**config.mk**
```make
export PLATFORM = sky130hd
export DESIGN_NAME = alltoall_strided_transfer_addresser
export DESIGN_NICKNAME = d
export VERILOG_FILES = /design/src/sv/a2a_addr_pkg.sv /design/src/sv/alltoall_strided_transfer_addresser.sv
export SDC_FILE = /design/constraint.sdc
export NUM_CORES = 2
export LEC_CHECK = 0
export ABC_CLOCK_PERIOD_IN_PS = 9800
export BUFFER_PORTS_ARGS = -buffer_cell sky130_fd_sc_hd__buf_4
export CORE_MARGIN = 1.5
export CORE_UTILIZATION = 68
export DETAILED_ROUTE_END_ITERATION = 12
export GPL_ROUTABILITY_DRIVEN = 0
export PLACE_DENSITY = 0.86
export SLEW_MARGIN = 10
export SYNTH_ARGS = -nofsm -noshare
export SYNTH_HDL_FRONTEND = slang
export SYNTH_SLANG_ARGS = --single-unit
```
**constraint.sdc**
```tcl
create_clock -name clk -period 9.8 [get_ports clk]
set_input_delay 0.98 -clock clk [delete_from_list [all_inputs] [get_ports clk]]
set_output_delay 0.98 -clock clk [all_outputs]
set_load 0.01 [all_outputs]
```
**src/sv/a2a_addr_pkg.sv**
```systemverilog
// Shared widths, register indexes and peer-order codes for the all-to-all addresser.
package a2a_addr_pkg;

  // field widths
  localparam int MODE_W     = 2;
  localparam int RANK_W     = 10;
  localparam int SIZE_W     = 11;
  localparam int PE_W       = 16;
  localparam int LPS_W      = 4;
  localparam int STEP_W     = 17;
  localparam int ELEM_W     = 16;
  localparam int OFF_W      = 48;
  localparam int CFG_IDX_W  = 3;
  localparam int CFG_DATA_W = 17;

  // internal datapath widths
  localparam int DIFF_W     = SIZE_W + 1;
  localparam int PROD_W     = RANK_W + ELEM_W;
  localparam int IDX_W      = PROD_W + 1;
  localparam int OFFP_W     = IDX_W + STEP_W;
  localparam int PE_SUM_W   = RANK_W + (2 ** LPS_W - 1) + 1;

  // configuration register indexes
  localparam logic [CFG_IDX_W-1:0] REG_PEER_MODE      = 3'd0;
  localparam logic [CFG_IDX_W-1:0] REG_MY_RANK        = 3'd1;
  localparam logic [CFG_IDX_W-1:0] REG_TEAM_SIZE      = 3'd2;
  localparam logic [CFG_IDX_W-1:0] REG_FIRST_PE       = 3'd3;
  localparam logic [CFG_IDX_W-1:0] REG_LOG_PE_STRIDE  = 3'd4;
  localparam logic [CFG_IDX_W-1:0] REG_DST_STEP_BYTES = 3'd5;
  localparam logic [CFG_IDX_W-1:0] REG_SRC_STEP_BYTES = 3'd6;
  localparam logic [CFG_IDX_W-1:0] REG_ELEMS_PER_PEER = 3'd7;

  // peer order codes
  localparam logic [MODE_W-1:0] MODE_SHIFT    = 2'd0;
  localparam logic [MODE_W-1:0] MODE_XOR      = 2'd1;
  localparam logic [MODE_W-1:0] MODE_COLOUR   = 2'd2;
  // no peer order: only the self copy goes out
  localparam logic [MODE_W-1:0] MODE_RESERVED = 2'd3;

endpackage

```
**src/sv/alltoall_strided_transfer_addresser.sv**
```systemverilog
// All-to-all strided transfer addresser: six-stage descriptor pipeline with config registers.
// Takes one (round, element_index) beat per cycle unless stalled, and returns one descriptor
// beat per input, in order. Stage 1 checks the team and forms the partner sums, stage 2
// reduces them modulo the team or colour count, stage 3 picks the partner by peer_mode,
// stage 4 holds the rank-times-block multiplies and the PE sum, stage 5 adds the element,
// stage 6 holds the 27x17 offset multiplies. Each stage has its own valid bit and loads
// whenever it is empty or the stage after it moves, so a held output only blocks as far
// back as the pipe is full. Configuration is to be written only while no beat is in flight.
module alltoall_strided_transfer_addresser
  import a2a_addr_pkg::*;
#(
  parameter int MAX_PES     = 1024,
  parameter int OFFSET_BITS = 48
) (
  input  logic                  clk,
  input  logic                  rst,
  // configuration
  input  logic                  cfg_write,
  input  logic [CFG_IDX_W-1:0]  cfg_index,
  input  logic [CFG_DATA_W-1:0] cfg_data,
  // request channel
  input  logic                  in_valid,
  output logic                  in_ready,
  input  logic [RANK_W-1:0]     round,
  input  logic [ELEM_W-1:0]     element_index,
  // descriptor channel
  output logic                  out_valid,
  input  logic                  out_ready,
  output logic                  transfer_valid,
  output logic                  local_copy,
  output logic [RANK_W-1:0]     peer_rank,
  output logic [PE_W-1:0]       target_pe,
  output logic [OFF_W-1:0]      src_offset,
  output logic [OFF_W-1:0]      dst_offset,
  output logic                  range_error
);

  localparam int MAXP_W   = 17;
  localparam logic [MAXP_W-1:0] MAX_PES_W = MAXP_W'(MAX_PES);
  localparam int LIM_BITS = (OFFSET_BITS < OFF_W) ? OFFSET_BITS : OFF_W;

  // configuration registers
  logic [MODE_W-1:0] peer_mode;
  logic [RANK_W-1:0] my_rank;
  logic [SIZE_W-1:0] team_count;
  logic [PE_W-1:0]   first_pe;
  logic [LPS_W-1:0]  log_pe_stride;
  logic [STEP_W-1:0] dst_step_bytes;
  logic [STEP_W-1:0] src_step_bytes;
  logic [ELEM_W-1:0] elems_per_peer;

  always_ff @(posedge clk) begin
    if (rst) begin
      peer_mode      <= MODE_SHIFT;
      my_rank        <= '0;
      team_count     <= SIZE_W'(1);
      first_pe       <= '0;
      log_pe_stride  <= '0;
      dst_step_bytes <= STEP_W'(1);
      src_step_bytes <= STEP_W'(1);
      elems_per_peer <= ELEM_W'(1);
    end else if (cfg_write) begin
      unique case (cfg_index)
        REG_PEER_MODE:      peer_mode      <= cfg_data[MODE_W-1:0];
        REG_MY_RANK:        my_rank        <= cfg_data[RANK_W-1:0];
        REG_TEAM_SIZE:      team_count     <= cfg_data[SIZE_W-1:0];
        REG_FIRST_PE:       first_pe       <= cfg_data[PE_W-1:0];
        REG_LOG_PE_STRIDE:  log_pe_stride  <= cfg_data[LPS_W-1:0];
        REG_DST_STEP_BYTES: dst_step_bytes <= cfg_data[STEP_W-1:0];
        REG_SRC_STEP_BYTES: src_step_bytes <= cfg_data[STEP_W-1:0];
        REG_ELEMS_PER_PEER: elems_per_peer <= cfg_data[ELEM_W-1:0];
        default:            peer_mode      <= peer_mode;
      endcase
    end
  end

  // per-stage valid bits and load enables
  logic v1, v2, v3, v4, v5, v6;
  logic ld1, ld2, ld3, ld4, ld5, ld6;

  assign ld6      = !v6 || out_ready;
  assign ld5      = !v5 || ld6;
  assign ld4      = !v4 || ld5;
  assign ld3      = !v3 || ld4;
  assign ld2      = !v2 || ld3;
  assign ld1      = !v1 || ld2;
  assign in_ready = ld1;

  always_ff @(posedge clk) begin
    if (rst) begin
      v1 <= 1'b0;
      v2 <= 1'b0;
      v3 <= 1'b0;
      v4 <= 1'b0;
      v5 <= 1'b0;
      v6 <= 1'b0;
    end else begin
      if (ld1) v1 <= in_valid;
      if (ld2) v2 <= v1;
      if (ld3) v3 <= v2;
      if (ld4) v4 <= v3;
      if (ld5) v5 <= v4;
      if (ld6) v6 <= v5;
    end
  end

  // stage 1: team checks, shift sum, xor, colour count, round minus rank
  logic              bad_in;
  logic [SIZE_W-1:0] sum_in;
  logic [SIZE_W-1:0] colours_in;
  logic [DIFF_W-1:0] diff_in;

  assign bad_in = (team_count == '0) || (MAXP_W'(team_count) > MAX_PES_W) ||
                  ({1'b0, my_rank} >= team_count) || ({1'b0, round} >= team_count) ||
                  (element_index >= elems_per_peer);
  assign sum_in     = {1'b0, my_rank} + {1'b0, round};
  assign colours_in = team_count - {{(SIZE_W-1){1'b0}}, ~team_count[0]};
  assign diff_in    = {2'b00, round} - {2'b00, my_rank};

  logic [RANK_W-1:0] s1_rnd;
  logic [ELEM_W-1:0] s1_elem;
  logic              s1_bad;
  logic [SIZE_W-1:0] s1_sum;
  logic [RANK_W-1:0] s1_xor;
  logic [SIZE_W-1:0] s1_colours;
  logic [DIFF_W-1:0] s1_diff;

  always_ff @(posedge clk) begin
    if (ld1) begin
      s1_rnd     <= round;
      s1_elem    <= element_index;
      s1_bad     <= bad_in;
      s1_sum     <= sum_in;
      s1_xor     <= round ^ my_rank;
      s1_colours <= colours_in;
      s1_diff    <= diff_in;
    end
  end

  // stage 2: modulo reductions and raw colour partner
  logic [SIZE_W-1:0] shift_peer;
  logic              xor_ok;
  logic [DIFF_W-1:0] col_c12;
  logic [DIFF_W-1:0] col_va;
  logic [DIFF_W-1:0] col_hsum;
  logic [SIZE_W-1:0] col_h;
  logic [SIZE_W-1:0] col_vb;
  logic [SIZE_W-1:0] col_v;
  logic              col_me_lt;

  always_comb begin
    shift_peer = (s1_sum >= team_count) ? (s1_sum - team_count) : s1_sum;
    xor_ok     = {1'b0, s1_xor} < team_count;
    col_c12    = {1'b0, s1_colours};
    col_me_lt  = {1'b0, my_rank} < s1_colours;
    // (round - rank) mod colours, difference known to lie in (-colours, 2*colours)
    if (s1_diff[DIFF_W-1]) begin
      col_va = s1_diff + col_c12;
    end else if (s1_diff >= col_c12) begin
      col_va = s1_diff - col_c12;
    end else begin
      col_va = s1_diff;
    end
    // last rank of an even team: half-round schedule
    col_hsum = {2'b00, s1_rnd} + col_c12;
    col_h    = col_hsum[DIFF_W-1:1];
    col_vb   = (col_h == s1_colours) ? '0 : col_h;
    if (col_me_lt) begin
      col_v = col_va[SIZE_W-1:0];
    end else if (s1_rnd[0]) begin
      col_v = col_vb;
    end else begin
      col_v = {2'b00, s1_rnd[RANK_W-1:1]};
    end
  end

  logic [RANK_W-1:0] s2_rnd;
  logic [ELEM_W-1:0] s2_elem;
  logic              s2_bad;
  logic [SIZE_W-1:0] s2_shift_peer;
  logic [RANK_W-1:0] s2_xor;
  logic              s2_xor_ok;
  logic [SIZE_W-1:0] s2_cv;
  logic [SIZE_W-1:0] s2_colours;

  always_ff @(posedge clk) begin
    if (ld2) begin
      s2_rnd        <= s1_rnd;
      s2_elem       <= s1_elem;
      s2_bad        <= s1_bad;
      s2_shift_peer <= shift_peer;
      s2_xor        <= s1_xor;
      s2_xor_ok     <= xor_ok;
      s2_cv         <= col_v;
      s2_colours    <= s1_colours;
    end
  end

  // stage 3: colour self-pairing fixup and partner select
  logic              c_self;
  logic [SIZE_W-1:0] c_peer;
  logic              c_ok;
  logic [SIZE_W-1:0] sel_peer;
  logic              sel_ok;

  always_comb begin
    c_self   = s2_cv == {1'b0, my_rank};
    c_peer   = c_self ? s2_colours : s2_cv;
    c_ok     = !(c_self && team_count[0]) && (c_peer < team_count);
    sel_peer = {1'b0, my_rank};
    sel_ok   = 1'b1;
    priority if (s2_bad) begin
      sel_ok = 1'b0;
    end else if (s2_rnd == '0) begin
      sel_peer = {1'b0, my_rank};
    end else begin
      unique case (peer_mode)
        MODE_SHIFT: sel_peer = s2_shift_peer;
        MODE_XOR: begin
          sel_peer = {1'b0, s2_xor};
          sel_ok   = s2_xor_ok;
        end
        MODE_COLOUR: begin
          sel_peer = c_peer;
          sel_ok   = c_ok;
        end
        default: sel_ok = 1'b0;
      endcase
    end
  end

  logic [ELEM_W-1:0] s3_elem;
  logic              s3_ok;
  logic              s3_local;
  logic [RANK_W-1:0] s3_peer;

  always_ff @(posedge clk) begin
    if (ld3) begin
      s3_elem  <= s2_elem;
      s3_ok    <= sel_ok;
      s3_local <= sel_ok && (s2_rnd == '0);
      s3_peer  <= sel_peer[RANK_W-1:0];
    end
  end

  // stage 4: block base multiplies and target PE sum
  logic [ELEM_W-1:0]   s4_elem;
  logic                s4_ok;
  logic                s4_local;
  logic [RANK_W-1:0]   s4_peer;
  logic [PE_SUM_W-1:0] s4_pe_sum;
  logic [PROD_W-1:0]   s4_prod_s;
  logic [PROD_W-1:0]   s4_prod_d;

  always_ff @(posedge clk) begin
    if (ld4) begin
      s4_elem   <= s3_elem;
      s4_ok     <= s3_ok;
      s4_local  <= s3_local;
      s4_peer   <= s3_peer;
      s4_pe_sum <= PE_SUM_W'(first_pe) + (PE_SUM_W'(s3_peer) << log_pe_stride);
      s4_prod_s <= PROD_W'(s3_peer) * PROD_W'(elems_per_peer);
      s4_prod_d <= PROD_W'(my_rank) * PROD_W'(elems_per_peer);
    end
  end

  // stage 5: add element within block
  logic              s5_ok;
  logic              s5_local;
  logic [RANK_W-1:0] s5_peer;
  logic [PE_W-1:0]   s5_pe;
  logic              s5_pe_err;
  logic [IDX_W-1:0]  s5_idx_s;
  logic [IDX_W-1:0]  s5_idx_d;

  always_ff @(posedge clk) begin
    if (ld5) begin
      s5_ok     <= s4_ok;
      s5_local  <= s4_local;
      s5_peer   <= s4_peer;
      s5_pe     <= s4_pe_sum[PE_W-1:0];
      s5_pe_err <= |s4_pe_sum[PE_SUM_W-1:PE_W];
      s5_idx_s  <= IDX_W'(s4_prod_s) + IDX_W'(s4_elem);
      s5_idx_d  <= IDX_W'(s4_prod_d) + IDX_W'(s4_elem);
    end
  end

  // stage 6: byte offset multiplies, output register
  logic              s6_ok;
  logic              s6_local;
  logic [RANK_W-1:0] s6_peer;
  logic [PE_W-1:0]   s6_pe;
  logic              s6_pe_err;
  logic [OFFP_W-1:0] s6_soff;
  logic [OFFP_W-1:0] s6_doff;

  always_ff @(posedge clk) begin
    if (ld6) begin
      s6_ok     <= s5_ok;
      s6_local  <= s5_local;
      s6_peer   <= s5_peer;
      s6_pe     <= s5_pe;
      s6_pe_err <= s5_pe_err;
      s6_soff   <= OFFP_W'(s5_idx_s) * OFFP_W'(src_step_bytes);
      s6_doff   <= OFFP_W'(s5_idx_d) * OFFP_W'(dst_step_bytes);
    end
  end

  // offset overflow against the configured offset width
  logic [63:0] soff_wide;
  logic [63:0] doff_wide;
  logic        off_err;

  assign soff_wide = 64'(s6_soff);
  assign doff_wide = 64'(s6_doff);
  assign off_err   = ((soff_wide >> LIM_BITS) != 64'd0) || ((doff_wide >> LIM_BITS) != 64'd0);

  // descriptor fields read zero when no transfer
  assign out_valid      = v6;
  assign transfer_valid = s6_ok;
  assign local_copy     = s6_ok && s6_local;
  assign peer_rank      = s6_ok ? s6_peer : '0;
  assign target_pe      = s6_ok ? s6_pe : '0;
  assign src_offset     = s6_ok ? OFF_W'(s6_soff) : '0;
  assign dst_offset     = s6_ok ? OFF_W'(s6_doff) : '0;
  assign range_error    = s6_ok && (s6_pe_err || off_err);

  // an empty output stage lets the whole pipe advance
  assert property (@(posedge clk) disable iff (rst) !out_valid |-> in_ready)
    else $error("input stalled with empty output stage");

  // self copy always names this PE
  assert property (@(posedge clk) disable iff (rst)
    out_valid && local_copy |-> peer_rank == my_rank)
    else $error("self copy with foreign peer rank");

  // a granted transfer names a team member
  assert property (@(posedge clk) disable iff (rst)
    out_valid && transfer_valid |-> {1'b0, peer_rank} < team_count)
    else $error("transfer partner outside team");

endmodule

```
==> summary.md <==
| Metric | Value |
|---|---|
| EDFF count, synth | `470` |
| Post-CTS setup buffers | `0` |
| Port-buffer cells | `169` |
| Crit-path most repeated cell | `fa_1` |
| Crit Path Class | `reg -> reg` |
| Critical path arrival | `just over 8000 ps` |
| Yosys Warn Count | `0` |
| Max-cap violation count | `0` |
| CTS max path bufs | `3` |
| FF-to-FF Start | `src_step_bytes[4]$_SDFFE_PP0P_` |
| Clk Latency, worst-skew pair | `between 600 and 700 ps` |
| Pwr dens | `102.7 mW/mm^2` |
| Die H | `approximately 310 um` |
| Seq/Total Area, Yosys | `0.2453` |
| Fin Setup TNS | `0 ps` |
| TritonCTS Buffers | `67` |
| P&R area growth vs syn | `6.806%` |
| Post-CTS Resized | `0` |
| WP buf/inv | `3` |
| Core Area | `approximately 0.095 sq mm` |
| Top post-synthesis cells by count | `inv_1, nand2_1, fa_1` |
| Vias in the first global route | `51770` |
| Worst path cell trace | `nand2_1, fa_1, fa_1, fa_1, inv_1, fa_1, fa_1, inv_1, fa_1, inv_1, ha_1, nand4_1, a211oi_1, a21oi_1, a21oi_1, a21oi_2, o21ai_2, a21oi_2, nor2_1, a311oi_1, xnor2_1` |
| Max stage delay on crit path | `roughly 1100 ps` |
| Crit path launch | `src_step_bytes[4]$_SDFFE_PP0P_` |
| Starting DRT DRC Count | `4682` |
| Gate Count Post-Synth | `6791` |
| Fin crit share | `0.7775` |
| WL/cell | `20.86 um` |
| Critical Path RT | `10230 ps` |
| Grt ovf | `0` |
| Detailed Place HPWL | `~130 mm` |
| Async S/R FF share, synth | `0` |
| Seq cells post-synth | `between 500 and 600` |
| Synth Flop Type | `edfxtp_1` |
| Leading area contributor after synthesis | `fa_1` |
| Max Freq | `approximately 130 MHz` |
| RSZ-0062 raised after global routing | `no` |
| H-tree depth | `3` |
| Top-area cell type share of the netlist area | `0.2981` |
| Yosys cell types | `91` |
| Gr usage total | `0.3532` |
| Clock Tree Root | `clkbuf_16` |
| Status | `complete, no violations` |
| Max_slew headroom | `0.1382` |
| Final setup violation count | `0` |
| Drt first pass iters | `6` |
| Die X | `roughly 310 um` |
| Number of remaining DRC errors | `0` |
| Number of routed nets with antenna violations | `0` |
| WL final | `roughly 170 mm` |
| Fin util | `0.7354` |
| Global-route wire length before repair | `~270 mm` |
| Hold Path Origin | `s5_pe[9]$_DFFE_PP_` |
| VDD IR max | `between 0.1 and 0.15 mV` |
| Share of post-route cells with drive strength above 1 | `0.05934` |
| Syn Area/Cell | `about 9.7 sq um` |
| CTS clk-pin slew, worst paths | `~60 ps` |
| DIE AREA | `just under 0.1 sq mm` |
| Synthesized area | `around 0.066 sq mm` |
| Via Count | `around 49000` |
| I/O Pins | `approximately 180` |
| CP Launch Type | `flop` |
| Worst Tran Pin Value | `1288 ps` |
| Count leader, synth | `inv_1` |
| Largest net degree at the start of global routing | `between 100 and 150` |
| Leak | `about 34 nW` |
| Worst path top cell family by delay | `adder cells` |
| Initial Util | `0.6885` |
| Worst path slowest cell | `dfxtp_1` |
| Final Critical Period | `roughly 7600 ps` |
| Final hold violation count | `0` |
| Std-Cell Rows | `113` |
| CTS tree | `yes` |
| Worst Hold Class | `reg -> reg` |
| Max Slew Vio Count | `0` |
| Final #Nets | `~8400` |
| Synth top area cells | `fa_1, edfxtp_1, ha_1` |
| CTS Hold Bufs | `0` |
| Worst-path fanout max | `28` |
| Clk sinks | `about 570` |
| Crit. End Element | `flop` |
| Vias per std cell | `around 6` |
| Worst Skew | `35.76 ps` |
| Initial antenna violation count | `8` |
flip-flops by register name, summed over array words and instances (netlist names), 11 cells and up:
register,count
s4_prod_d,26
s2_cv,11
s1_elem,16
s6_doff,44
s1_sum,11
s6_soff,44
s4_pe_sum,26
src_step_bytes,17
first_pe,16
s5_pe,16
s5_idx_s,27
dst_step_bytes,17
s2_elem,16
team_count,11
elems_per_peer,16
s4_prod_s,26
s3_elem,16
s6_pe,16
s5_idx_d,27
s4_elem,16
power breakdown:
group,internal (W),switching [W],total (W)
registers,0.00287,0.000270,0.00314
logic,0.000575,0.000845,0.00142
clock network,0.00151,0.00113,0.00264
final timing paths:
path	to	slack, ps	cells past startpoint
setup / recovery	s6_soff[43]$_DFFE_PP_	2180	21
hold / removal	s6_pe[9]$_DFFE_PP_	390	0
setup reg to reg	s6_soff[43]$_DFFE_PP_	2180	21
hold reg to reg	s6_pe[9]$_DFFE_PP_	390	0
cell families after synthesis:
logic type / count (synthesis) / synth area share
buffers and inverters: 1535 / 0.08881
muxes: 52 / 0.008391
DFF: 569 / 0.2453
other: 1 / 0.00005715
and+or+nand+nor: 2132 / 0.1520
AOI/OAI and AO/OA: 742 / 0.07241
xor gates and xnor gates: 251 / 0.03350
adders and majority gates: 1509 / 0.3995
cell usage in the layout, fill, tap and decap left out, types with 20 or more instances in the layout:
| master | n |
|---|---|
| a211oi_1 | 20 |
| a21o_1 | 89 |
| a21oi_1 | 286 |
| a31oi_1 | 23 |
| and2_1 | 565 |
| and3_1 | 26 |
| buf_4 | 230 |
| clkbuf_16 | 70 |
| dfxtp_1 | 99 |
| edfxtp_1 | 470 |
| fa_1 | 977 |
| ha_1 | 532 |
| inv_1 | 1222 |
| mux2_2 | 24 |
| mux2i_1 | 28 |
| nand2_1 | 1051 |
| nand2b_1 | 35 |
| nand3_1 | 52 |
| nor2_1 | 255 |
| nor2b_1 | 38 |
| nor3_1 | 45 |
| o21a_1 | 32 |
| o21ai_0 | 105 |
| o21bai_1 | 33 |
| xnor2_1 | 175 |
| xor2_1 | 76 |
cell type report:
type                    count  area [sq um]
multi-input cells        4694         43730
fillers                  6287         25220
flip-flops and latches    569         16100
inverters                1228          4614
clock buffers              79          1805
repair buffers            230          1727
well taps                1265          1583
clock inverters            42         516.7
diodes                      2         5.005
metal layers:
layer  GRT usage  up-vias  routed length [um]
li1            -    21190                   -
met1      0.4295    23940               58890
met2      0.5650     3007               78370
met3      0.1030      784               20690
met4      0.2031       16               11110
met5           0        -                 104
through the flow:
step / hold slack, ps / cell area (sq um) / cells / setup slack, ps / total power (W)
2_1_floorplan: 400.3 / 65640 / 6798 / 3404 / 0.004061
3_5_place_dp: 404.5 / 67750 / 7986 / 2218 / 0.004549
3_3_place_gp: 401.0 / 67750 / 7986 / 2522 / 0.004464
5_1_grt: 392.3 / 70070 / 8107 / 1829 / 0.007476
6_report: 386.7 / 70080 / 8109 / 2180 / 0.007200
4_1_cts: 386.8 / 70070 / 8107 / 2224 / 0.007168
No activity file was read; power rests on OpenSTA's default activity.
